===== src/design/assert_macros.svh =====
// Assertion macros shared by the line-of-sight unit.
// Depends on nothing; included by modules that check their own logic.
`ifndef ASSERT_MACROS_SVH
`define ASSERT_MACROS_SVH

// Check that a property holds on every rising clock edge outside reset.
`define GLOS_ASSERT(label, clk, rst_n, prop, msg) \
	label: assert property (@(posedge clk) disable iff (!rst_n) (prop)) else $error(msg);

// Check that an antecedent implies a consequent in the following cycle.
`define GLOS_ASSERT_NEXT(label, clk, rst_n, ante, cons, msg) \
	label: assert property (@(posedge clk) disable iff (!rst_n) (ante) |=> (cons)) \
		else $error(msg);

`endif


===== src/design/glos_pkg.sv =====
// Types, constants and helpers for the grid line-of-sight unit.
// Depends on nothing; used by every module of the unit but glos_ram.
package glos_pkg;

	// Fixed grid geometry and number format
	localparam int MAX_COLS   = 64;
	localparam int MAX_ROWS   = 64;
	localparam int TILE_SIZE  = 16;
	localparam int FRAC_BITS  = 8;
	localparam int MAX_STEPS  = 256;
	localparam int COL_W      = $clog2(MAX_COLS);
	localparam int ROW_W      = $clog2(MAX_ROWS);
	localparam int ADDR_W     = COL_W + ROW_W;
	localparam int MAP_DEPTH  = MAX_COLS * MAX_ROWS;
	localparam int UNIT_SHIFT = $clog2(TILE_SIZE) + FRAC_BITS;
	localparam int UNIT       = 1 << UNIT_SHIFT;
	localparam int QUARTER    = 1 << (FRAC_BITS - 2);
	localparam int IN_W       = 20;
	localparam int CW         = 24;
	localparam int REM_W      = 16;
	localparam int PROD_W     = REM_W + CW;
	localparam int TC_W       = IN_W - UNIT_SHIFT + 2;
	localparam int STEP_W     = $clog2(MAX_STEPS);
	localparam int LIM_W      = 7;

	// Result status codes
	localparam logic [2:0] ST_WRITE   = 3'd0;
	localparam logic [2:0] ST_CLEAR   = 3'd1;
	localparam logic [2:0] ST_BLOCKED = 3'd2;
	localparam logic [2:0] ST_OUT     = 3'd3;
	localparam logic [2:0] ST_LIMIT   = 3'd4;

	// Request kinds
	localparam logic REQ_WRITE = 1'b0;
	localparam logic REQ_QUERY = 1'b1;

	// Configuration register indexes
	localparam logic CFG_COLS = 1'b0;
	localparam logic CFG_ROWS = 1'b1;

	typedef struct packed {
		logic                   req_type;
		logic [5:0]             cell_col;
		logic [5:0]             cell_row;
		logic                   cell_solid;
		logic signed [IN_W-1:0] start_x;
		logic signed [IN_W-1:0] start_y;
		logic signed [IN_W-1:0] end_x;
		logic signed [IN_W-1:0] end_y;
	} req_t;

	typedef struct packed {
		logic [2:0] status;
		logic       visible;
	} rsp_t;

	typedef enum logic [2:0] {
		S_CLEAR,
		S_IDLE,
		S_CHECK,
		S_MUL,
		S_DECIDE,
		S_DONE
	} state_t;

	// Controller to datapath commands
	typedef struct packed {
		logic clr;
		logic load;
		logic rd;
		logic mul;
		logic step;
	} cmd_t;

	// Datapath to controller status
	typedef struct packed {
		logic clr_done;
		logic out_grid;
		logic solid;
		logic at_target;
		logic last;
	} sts_t;

	// Tile index of a coordinate, truncated toward zero
	function automatic logic signed [TC_W-1:0] tile_of(input logic signed [IN_W-1:0] v);
		logic signed [IN_W:0] w;
		logic signed [IN_W:0] n;
		logic [IN_W:0]        q;
		w = (IN_W+1)'(v);
		n = -w;
		if (w < 0) begin
			q = IN_W'(0) + (n >>> UNIT_SHIFT);
			tile_of = -$signed(TC_W'(q));
		end else begin
			q = w >>> UNIT_SHIFT;
			tile_of = $signed(TC_W'(q));
		end
	endfunction

endpackage


===== src/design/glos_ctrl.sv =====
// Controller of the line-of-sight unit: request sequencing and result register.
// Depends on glos_pkg; commands glos_dp.
module glos_ctrl (
	input  logic           clk,
	input  logic           arst_n,
	input  logic           req_valid,
	input  logic           req_type,
	output logic           req_stall,
	output logic           rsp_valid,
	input  logic           rsp_stall,
	output glos_pkg::rsp_t rsp,
	input  glos_pkg::sts_t sts,
	output glos_pkg::cmd_t cmd
);
	import glos_pkg::*;

	state_t     state_q, state_d;
	logic [2:0] code_q, code_d;
	logic       accept;
	logic       out_load;

	assign req_stall = (state_q != S_IDLE);
	assign accept    = req_valid && !req_stall;
	assign out_load  = (state_q == S_DONE) && (!rsp_valid || !rsp_stall);

	// State register
	always_ff @(posedge clk or negedge arst_n) begin
		if (!arst_n) begin
			state_q <= S_CLEAR;
			code_q  <= ST_WRITE;
		end else begin
			state_q <= state_d;
			code_q  <= code_d;
		end
	end

	// Next state and commands
	always_comb begin
		state_d = state_q;
		code_d  = code_q;
		cmd     = '0;
		case (state_q)
			S_CLEAR: begin
				if (sts.clr_done) begin
					state_d = S_IDLE;
				end else begin
					cmd.clr = 1'b1;
				end
			end
			S_IDLE: begin
				if (accept) begin
					cmd.load = 1'b1;
					if (req_type == REQ_WRITE) begin
						code_d  = ST_WRITE;
						state_d = S_DONE;
					end else begin
						state_d = S_CHECK;
					end
				end
			end
			S_CHECK: begin
				if (sts.out_grid) begin
					code_d  = ST_OUT;
					state_d = S_DONE;
				end else begin
					cmd.rd  = 1'b1;
					state_d = S_MUL;
				end
			end
			S_MUL: begin
				cmd.mul = 1'b1;
				state_d = S_DECIDE;
			end
			S_DECIDE: begin
				if (sts.solid) begin
					code_d  = ST_BLOCKED;
					state_d = S_DONE;
				end else if (sts.at_target) begin
					code_d  = ST_CLEAR;
					state_d = S_DONE;
				end else if (sts.last) begin
					code_d  = ST_LIMIT;
					state_d = S_DONE;
				end else begin
					cmd.step = 1'b1;
					state_d  = S_CHECK;
				end
			end
			S_DONE: begin
				if (out_load) begin
					state_d = S_IDLE;
				end
			end
			default: begin
				state_d = S_IDLE;
			end
		endcase
	end

	// Result register
	always_ff @(posedge clk or negedge arst_n) begin
		if (!arst_n) begin
			rsp_valid <= 1'b0;
		end else if (out_load) begin
			rsp_valid <= 1'b1;
		end else if (!rsp_stall) begin
			rsp_valid <= 1'b0;
		end
	end

	always_ff @(posedge clk) begin
		if (out_load) begin
			rsp.status  <= code_q;
			rsp.visible <= (code_q == ST_CLEAR);
		end
	end

	`include "assert_macros.svh"

	`GLOS_ASSERT_NEXT(a_accept_busy, clk, arst_n, accept, state_q == S_CHECK || state_q == S_DONE, "accepted request did not start")
	`GLOS_ASSERT(a_visible_clear, clk, arst_n, !rsp_valid || !rsp.visible || rsp.status == ST_CLEAR, "visible without clear status")
	`GLOS_ASSERT_NEXT(a_rsp_hold, clk, arst_n, rsp_valid && rsp_stall, rsp_valid && (rsp == $past(rsp)), "response changed while stalled")
endmodule


===== config.mk =====
export PLATFORM = sky130hd
export DESIGN_NAME = glos_ctrl
export DESIGN_NICKNAME = d
export VERILOG_FILES = /design/src/design/glos_pkg.sv /design/src/design/glos_ctrl.sv
export VERILOG_INCLUDE_DIRS = /design/src /design/src/design
export SDC_FILE = /design/constraint.sdc
export NUM_CORES = 1
export LEC_CHECK = 0
export ABC_AREA = 1
export ABC_CLOCK_PERIOD_IN_PS = 1930
export BUFFER_PORTS_ARGS = -buffer_cell sky130_fd_sc_hd__buf_2
export CAP_MARGIN = 5
export CELL_PAD_IN_SITES_DETAIL_PLACEMENT = 2
export CELL_PAD_IN_SITES_GLOBAL_PLACEMENT = 2
export CORE_MARGIN = 2
export CORE_UTILIZATION = 26
export DETAILED_ROUTE_END_ITERATION = 8
export MAX_ROUTING_LAYER = met4
export PLACE_DENSITY_LB_ADDON = 0.1
export SYNTH_ARGS = -nofsm -noshare
export SYNTH_HDL_FRONTEND = slang
export SYNTH_SLANG_ARGS = --single-unit

===== constraint.sdc =====
create_clock -name clk -period 1.93 [get_ports clk]
set_clock_uncertainty 0.2 [all_clocks]
set_input_delay 0.579 -clock clk [delete_from_list [all_inputs] [get_ports clk]]
set_output_delay 0.579 -clock clk [all_outputs]
set_load 0.005 [all_outputs]

==> impl_metrics.yaml, run 1 <==
layout:
  syn_to_final_growth_pct: 49.6
  regArea_um2: 299
  antenna_cells: 0
  multiInputGateArea_um2: 313
  final_cells: 147
  postLayoutCoreUtil_pct: 41.7
  drive_above_1_share_pct: 47.9
  fill_cells: 284
  layout.nets: 130
  finalInstanceArea_um2: 940
clocking:
  cts_buffer_depth: 2
  root_buffer: "clkbuf_4"
  cts_sinks: 11
  cts_made_buffers: 3
  cts_max_level: 1
  cts_tree: "yes"
  clock_latency_ps: 270
  clk_pin_slew_ps: 70
power_and_ir_drop:
  total_power_mw: 1.31
  vdd_ir_drop_max_v: 0.000771
  p_leak_nw: 0.504
  power.density_mw_per_mm2: 1400
sta:
  fmax_ghz: 0.500
  hold_viol: 0
  drv_slew: 0
  holdWs_ps: 283
  slew_headroom_pct: 68.8
  rsz0062_at_grt: "yes"
  tightestPinTransition_ps: 468
  finalCritPeriodShare_pct: 104
  setup_ws_ps: -71.4
  setup_viol: 5
  fin_tns_setup_ps: -210
  finalCriticalPeriod_ps: 2000
yosys:
  synthFlopType: "dfrtp_1"
  synth_common_cells: "nand2_1, nand3_1, nor2_1"
  syn_inst: 79
  synthTopCellsByArea: "dfrtp_1, edfxtp_1, nand2_1"
  synth_seq_cells: 11
  synth_area_per_cell_um2: 7.95
  ys_seq_area_share_pct: 47.0
  synth_edf_count: 4
  synth-async-reset-ratio_pct: 63.6
  syn_area_um2: 628
  synth_cell_type_count: 18
  yosysMostFrequentCell: "nand2_1"
  synth_top_area_share_pct: 27.9
  syn_nets: 89
  synth_top_area_cell: "dfrtp_1"
  ys_warn_count: 0
worst_setup_path:
  crit_type: "reg2out"
  rrSetupSlack_ps: 30
  critPathCaptureType: "output pin"
  cp-start-kind: "register"
  worstPathArrival_ps: 1220
  required_ps: 1150
  cp_max_fo: 6
placement:
  port_buffers: 20
  dp_slack_ps: -22.6
  dp_hpwl_um: 1430
  gp_congestion: 0.771
  dp.cells: 132
  postPlaceCellArea_um2: 801
detailed_routing:
  vias_per_cell: 4.70
  drc: 0
  drt_iter0_drc: 7
  first_pass_iters: 2
  antenna_left: 0
  wirelength_um: 2140
  vias: 691
  avgRoutedWirePerCell_um: 14.6
floorplanning:
  rows: 17
  core_area_mm2: 0.00225
  start_util_pct: 27.9
  dieArea_mm2: 0.00282
  dieWidth_um: 53.2
  ios: 21
  die_h_um: 53.2
status:
  violations: "setup timing"
  outcome: "finished with violations"
global_route:
  grt_overflow: 0
  grt_max_degree: 8
  grt_pass1_vias: 739
  track_usage_pct: 17.1
  antenna_found_initial: 0
  grt_pass1_wl_um: 3330
run:
  cap_viol_max_count: 0
hold_path:
  hold_path.class: "reg2reg"
logic make-up (layout without fill, tap and decap cells):
logic type	after synthesis	in the layout	share of synthesized area, %
compound gates	4	4	3.19
buf+inv	10	50	5.98
flops	11	11	47.0
simple gates	54	54	43.8
registers in the layout, summed over array words and instances, names as in the netlist:
name and flops:
state_q 3, rsp 4, code_q 3, rsp_valid 1
worst max-delay path: stages (launching register included):
cell and delay, ps:
dfrtp_2 480, nor2_4 180, nand2_1 80, nor2_2 100
buf_2 120
area by class of cell:
class / instances / area share (%)
Clock buffer: 4 / 2.80
Inverter: 10 / 4.26
Multi-Input combinational cell: 58 / 33.3
Sequential cell: 11 / 31.8
Tap cell: 28 / 3.73
Timing Repair Buffer: 36 / 24.1
layout by cell type (no fill, tap or decap):
cell,netlist,layout
nand4_1,2,2
clkbuf_1,0,1
nand2_1,21,21
o21ai_0,2,2
nand2_2,2,2
inv_2,3,2
a21oi_1,2,2
nor3_2,1,1
nand3_2,2,2
edfxtp_1,4,4
inv_4,0,1
nor3b_1,1,1
nor2_2,3,4
dfrtp_1,7,4
inv_1,7,7
clkbuf_4,0,3
buf_6,0,1
nor3_1,1,1
dlygate4sd3_1,0,1
nor2_4,2,4
buf_2,0,20
nand3b_1,1,1
nor2_1,8,5
nand3_1,10,10
dfrtp_2,0,3
buf_4,0,14
path summary, 6_finish.rpt:
kind / end / start / cells after the start
min in group asynchronous: code_q[1] / arst_n / 2
min reg2reg: rsp[1] / code_q[0] / 0
min: rsp[1] / code_q[0] / 0
max in group asynchronous: state_q[0] / arst_n / 2
max: cmd[4] / state_q[0] / 4
max reg2reg: code_q[0] / state_q[0] / 11
power breakdown:
part / leakage, nW / internal (mW) / switching (mW)
Combinational: 0.363 / 0.313 / 0.418
Clock: 0.0150 / 0.0800 / 0.0793
Sequential: 0.126 / 0.332 / 0.0884
metal layers:
layer | global-route usage, % | wire length (µm) | vias to the layer above
li1 | - | - | 336
met1 | 19.9 | 892 | 337
met2 | 29.6 | 1150 | 16
met3 | 5.08 | 86 | 2
met4 | 2.56 | 12 | 0
met5 | - | 0 | -
timing repair:
action / CTS / global route
setup endpoints to repair: 6 / 6
endpoints found under the hold margin: 7 / 0
hold buffers: 1 / 0
resized for setup: 9 / 1
pin swaps: 5 / 4
setup buffers: 8 / 2
(Power assumes the default switching activity.)
==> inputs of run 2 (changes only) <==
Settings changed: ABC_AREA 1 to not set, CORE_UTILIZATION 26 to 29.
==> run 2 against run 1 <==
Compared with the run above:
- the run still ends with setup timing left
- core utilization grew 7.2 points
- non-clock buffer count up 5
- clock power is essentially flat
- largest power group unchanged
- final cell count down 17%
- largest cell class unchanged
- synthesized cell count decreased by 34%
- wire length decreased by 15%
- sequential power is 8.1% lower
- critical path type unchanged
- worst hold slack lost 0.67 ps
- highest routed layer unchanged
==> impl_metrics.yaml, run 2 <==
status:
  outcome: "finished with violations"
  violations: "setup timing"
global_route:
  grt_max_degree: 8
  grt_overflow: 0
  antenna_found_initial: 0
  grt_pass1_vias: 653
  grt_pass1_wl_um: 3100
  track_usage_pct: 17.2
power_and_ir_drop:
  total_power_mw: 1.28
  vdd_ir_drop_max_v: 0.000638
  clkPwrFrac_pct: 12.2
  p_leak_nw: 0.462
  pwr-share-seq_pct: 30.2
  power.density_mw_per_mm2: 1310
  p_int_uw: 811
  switching_share_pct: 36.8
  p_switching_uw: 472
  combPwrFrac_pct: 57.6
worst_setup_path:
  timing.rr.start: "state_q[1]"
  worstPathArrival_ps: 1360
  required_ps: 1150
  crit_type: "reg2out"
  cp_max_fo: 5
  critPathCaptureType: "output pin"
  cp-start-kind: "register"
  r2r_cells: 7
  rrSetupSlack_ps: -80
  r2r_end: "code_q[1]"
yosys:
  ys_warn_count: 0
  synthFlopType: "dfrtp_1"
  synth_seq_cells: 11
  synth_top_area_share_pct: 28.1
  syn_area_um2: 624
  synth_area_per_cell_um2: 12.0
  syn_inst: 52
  yosysMostFrequentCell: "dfrtp_1"
  syn_nets: 62
  synth_top_area_cell: "dfrtp_1"
  synth_edf_count: 4
  ys_seq_area_share_pct: 47.3
  synth-async-reset-ratio_pct: 63.6
  synth_cell_type_count: 27
  synthTopCellsByArea: "dfrtp_1, edfxtp_1, mux2_4"
  synth_common_cells: "dfrtp_1, nor2_1, a21oi_1, edfxtp_1, nand2_1"
floorplanning:
  ios: 21
  die_h_um: 50.4
  core_area_mm2: 0.00200
  dieWidth_um: 50.4
  dieArea_mm2: 0.00254
  start_util_pct: 31.2
  rows: 16
clocking:
  cts_tree: "yes"
  cts_made_buffers: 3
  clock_latency_ps: 270
  clk_pin_slew_ps: 70
  cts_sinks: 11
  cts_max_level: 1
  root_buffer: "clkbuf_4"
  cts_buffer_depth: 2
sta:
  finalCriticalPeriod_ps: 2140
  rsz0062_at_grt: "yes"
  setup_ws_ps: -209
  setup_viol: 9
  finalCritPeriodShare_pct: 111
  drv_slew: 0
  slew_headroom_pct: 77.5
  hold_viol: 0
  tightestPinTransition_ps: 332
  fmax_ghz: 0.468
detailed_routing:
  vias_per_cell: 4.75
  antenna_left: 0
  vias: 580
  wirelength_um: 1830
  avgRoutedWirePerCell_um: 15.0
  drc: 0
  drt_iter0_drc: 0
  first_pass_iters: 1
run:
  cap_viol_max_count: 0
layout:
  reg_top3: "rsp x4, code_q x3, state_q x3"
  final_common_cell: "buf_2"
  drive_above_1_share_pct: 62.1
  antenna_cells: 0
  layout.nets: 106
  final_cell_mix: "buf_2, buf_4, nor2_1, dfrtp_1"
  largest-register: "rsp"
  largest_register_ffs: 4
  final_cells: 122
  syn_to_final_growth_pct: 56.7
placement:
  port_buffers: 20
  gp_congestion: 0.717
  dp.cells: 110
  dp_hpwl_um: 1360
hold_path:
  hold_start: "code_q[0]"
  min_path_cells: 0
  hold_end: "rsp[1]"
  hold_path.class: "reg2reg"
## run 2: cell count changes after synthesis, sizes merged, moves of 2 or more
cell and change:
or3b +2, a21oi +2, nand4 -2, nand2 -19
o21ai -2, inv -9, buf +2, mux2 +3
nor2 -6, o22ai +2, nand3 -12
## run 2: per-layer routing
layer	track usage (%)	vias to the layer above	wire [µm]
met5	-	-	0
met4	6.76	0	19
met3	3.87	4	75
met2	29.8	18	987
met1	19.3	283	742
li1	-	275	-
## run 2: how the worst max path moves through the flow
stage	to	slack, ps	from
floorplan	cmd[0]	110	sts[1]
global placement	cmd[2]	-80	sts[3]
detailed placement	cmd[2]	-60	sts[3]
CTS	cmd[0]	-220	state_q[1]
global route	cmd[3]	-260	state_q[2]
finish	cmd[3]	-210	state_q[2]
## run 2: power by group through the flow
stage	logic [mW]	clock network, mW	registers, mW
5_1_grt	0.796	0.178	0.399
2_1_floorplan	0.362	0	0.374
3_3_place_gp	0.563	0	0.381
3_5_place_dp	0.578	0	0.385
4_1_cts	0.693	0.160	0.380
6_report	0.738	0.157	0.387
## run 2: per-stage QoR
stage / hold slack, ps / util [%] / setup slack [ps] / cell area, µm² / setup TNS (ps)
floorplan: 83.4 / - / 108 / 624 / 0
global placement: 219 / 41.6 / -84.6 / 833 / -183
detailed placement: 220 / 41.6 / -56.0 / 833 / -189
CTS: 289 / 47.1 / -221 / 942 / -1050
global route: 308 / 48.9 / -263 / 978 / -1910
finish: 282 / 48.9 / -209 / 978 / -1230
## run 2: logic make-up after synthesis
logic type	synth area share [%]
and+or+nand+nor	29.5
DFF	47.3
AOI/OAI and AO/OA	11.8
buffers and inverters	4.21
muxes	7.21
## run 2: timing repair
action | in CTS | in global routing
setup buffers | 5 | 2
hold endpoints to repair | 7 | 0
pin swaps | 4 | 3
setup endpoints to repair | 6 | 14
resized for setup | 6 | 5
hold buffers | 1 | 0
## run 2: layout make-up
cell class                      count  area, µm²
Fill cell                         213       1020
Multi-Input combinational cell     38        343
Sequential cell                    11        298
Timing Repair Buffer               41        274
Tap cell                           27       33.8
Clock buffer                        4       26.3
Inverter                            1       3.75
## run 2: critical path, cell delays in order (launching register included)
cell and delay [ps]:
dfrtp_2 450, or3b_4 450, nor2_8 100, buf_6 100
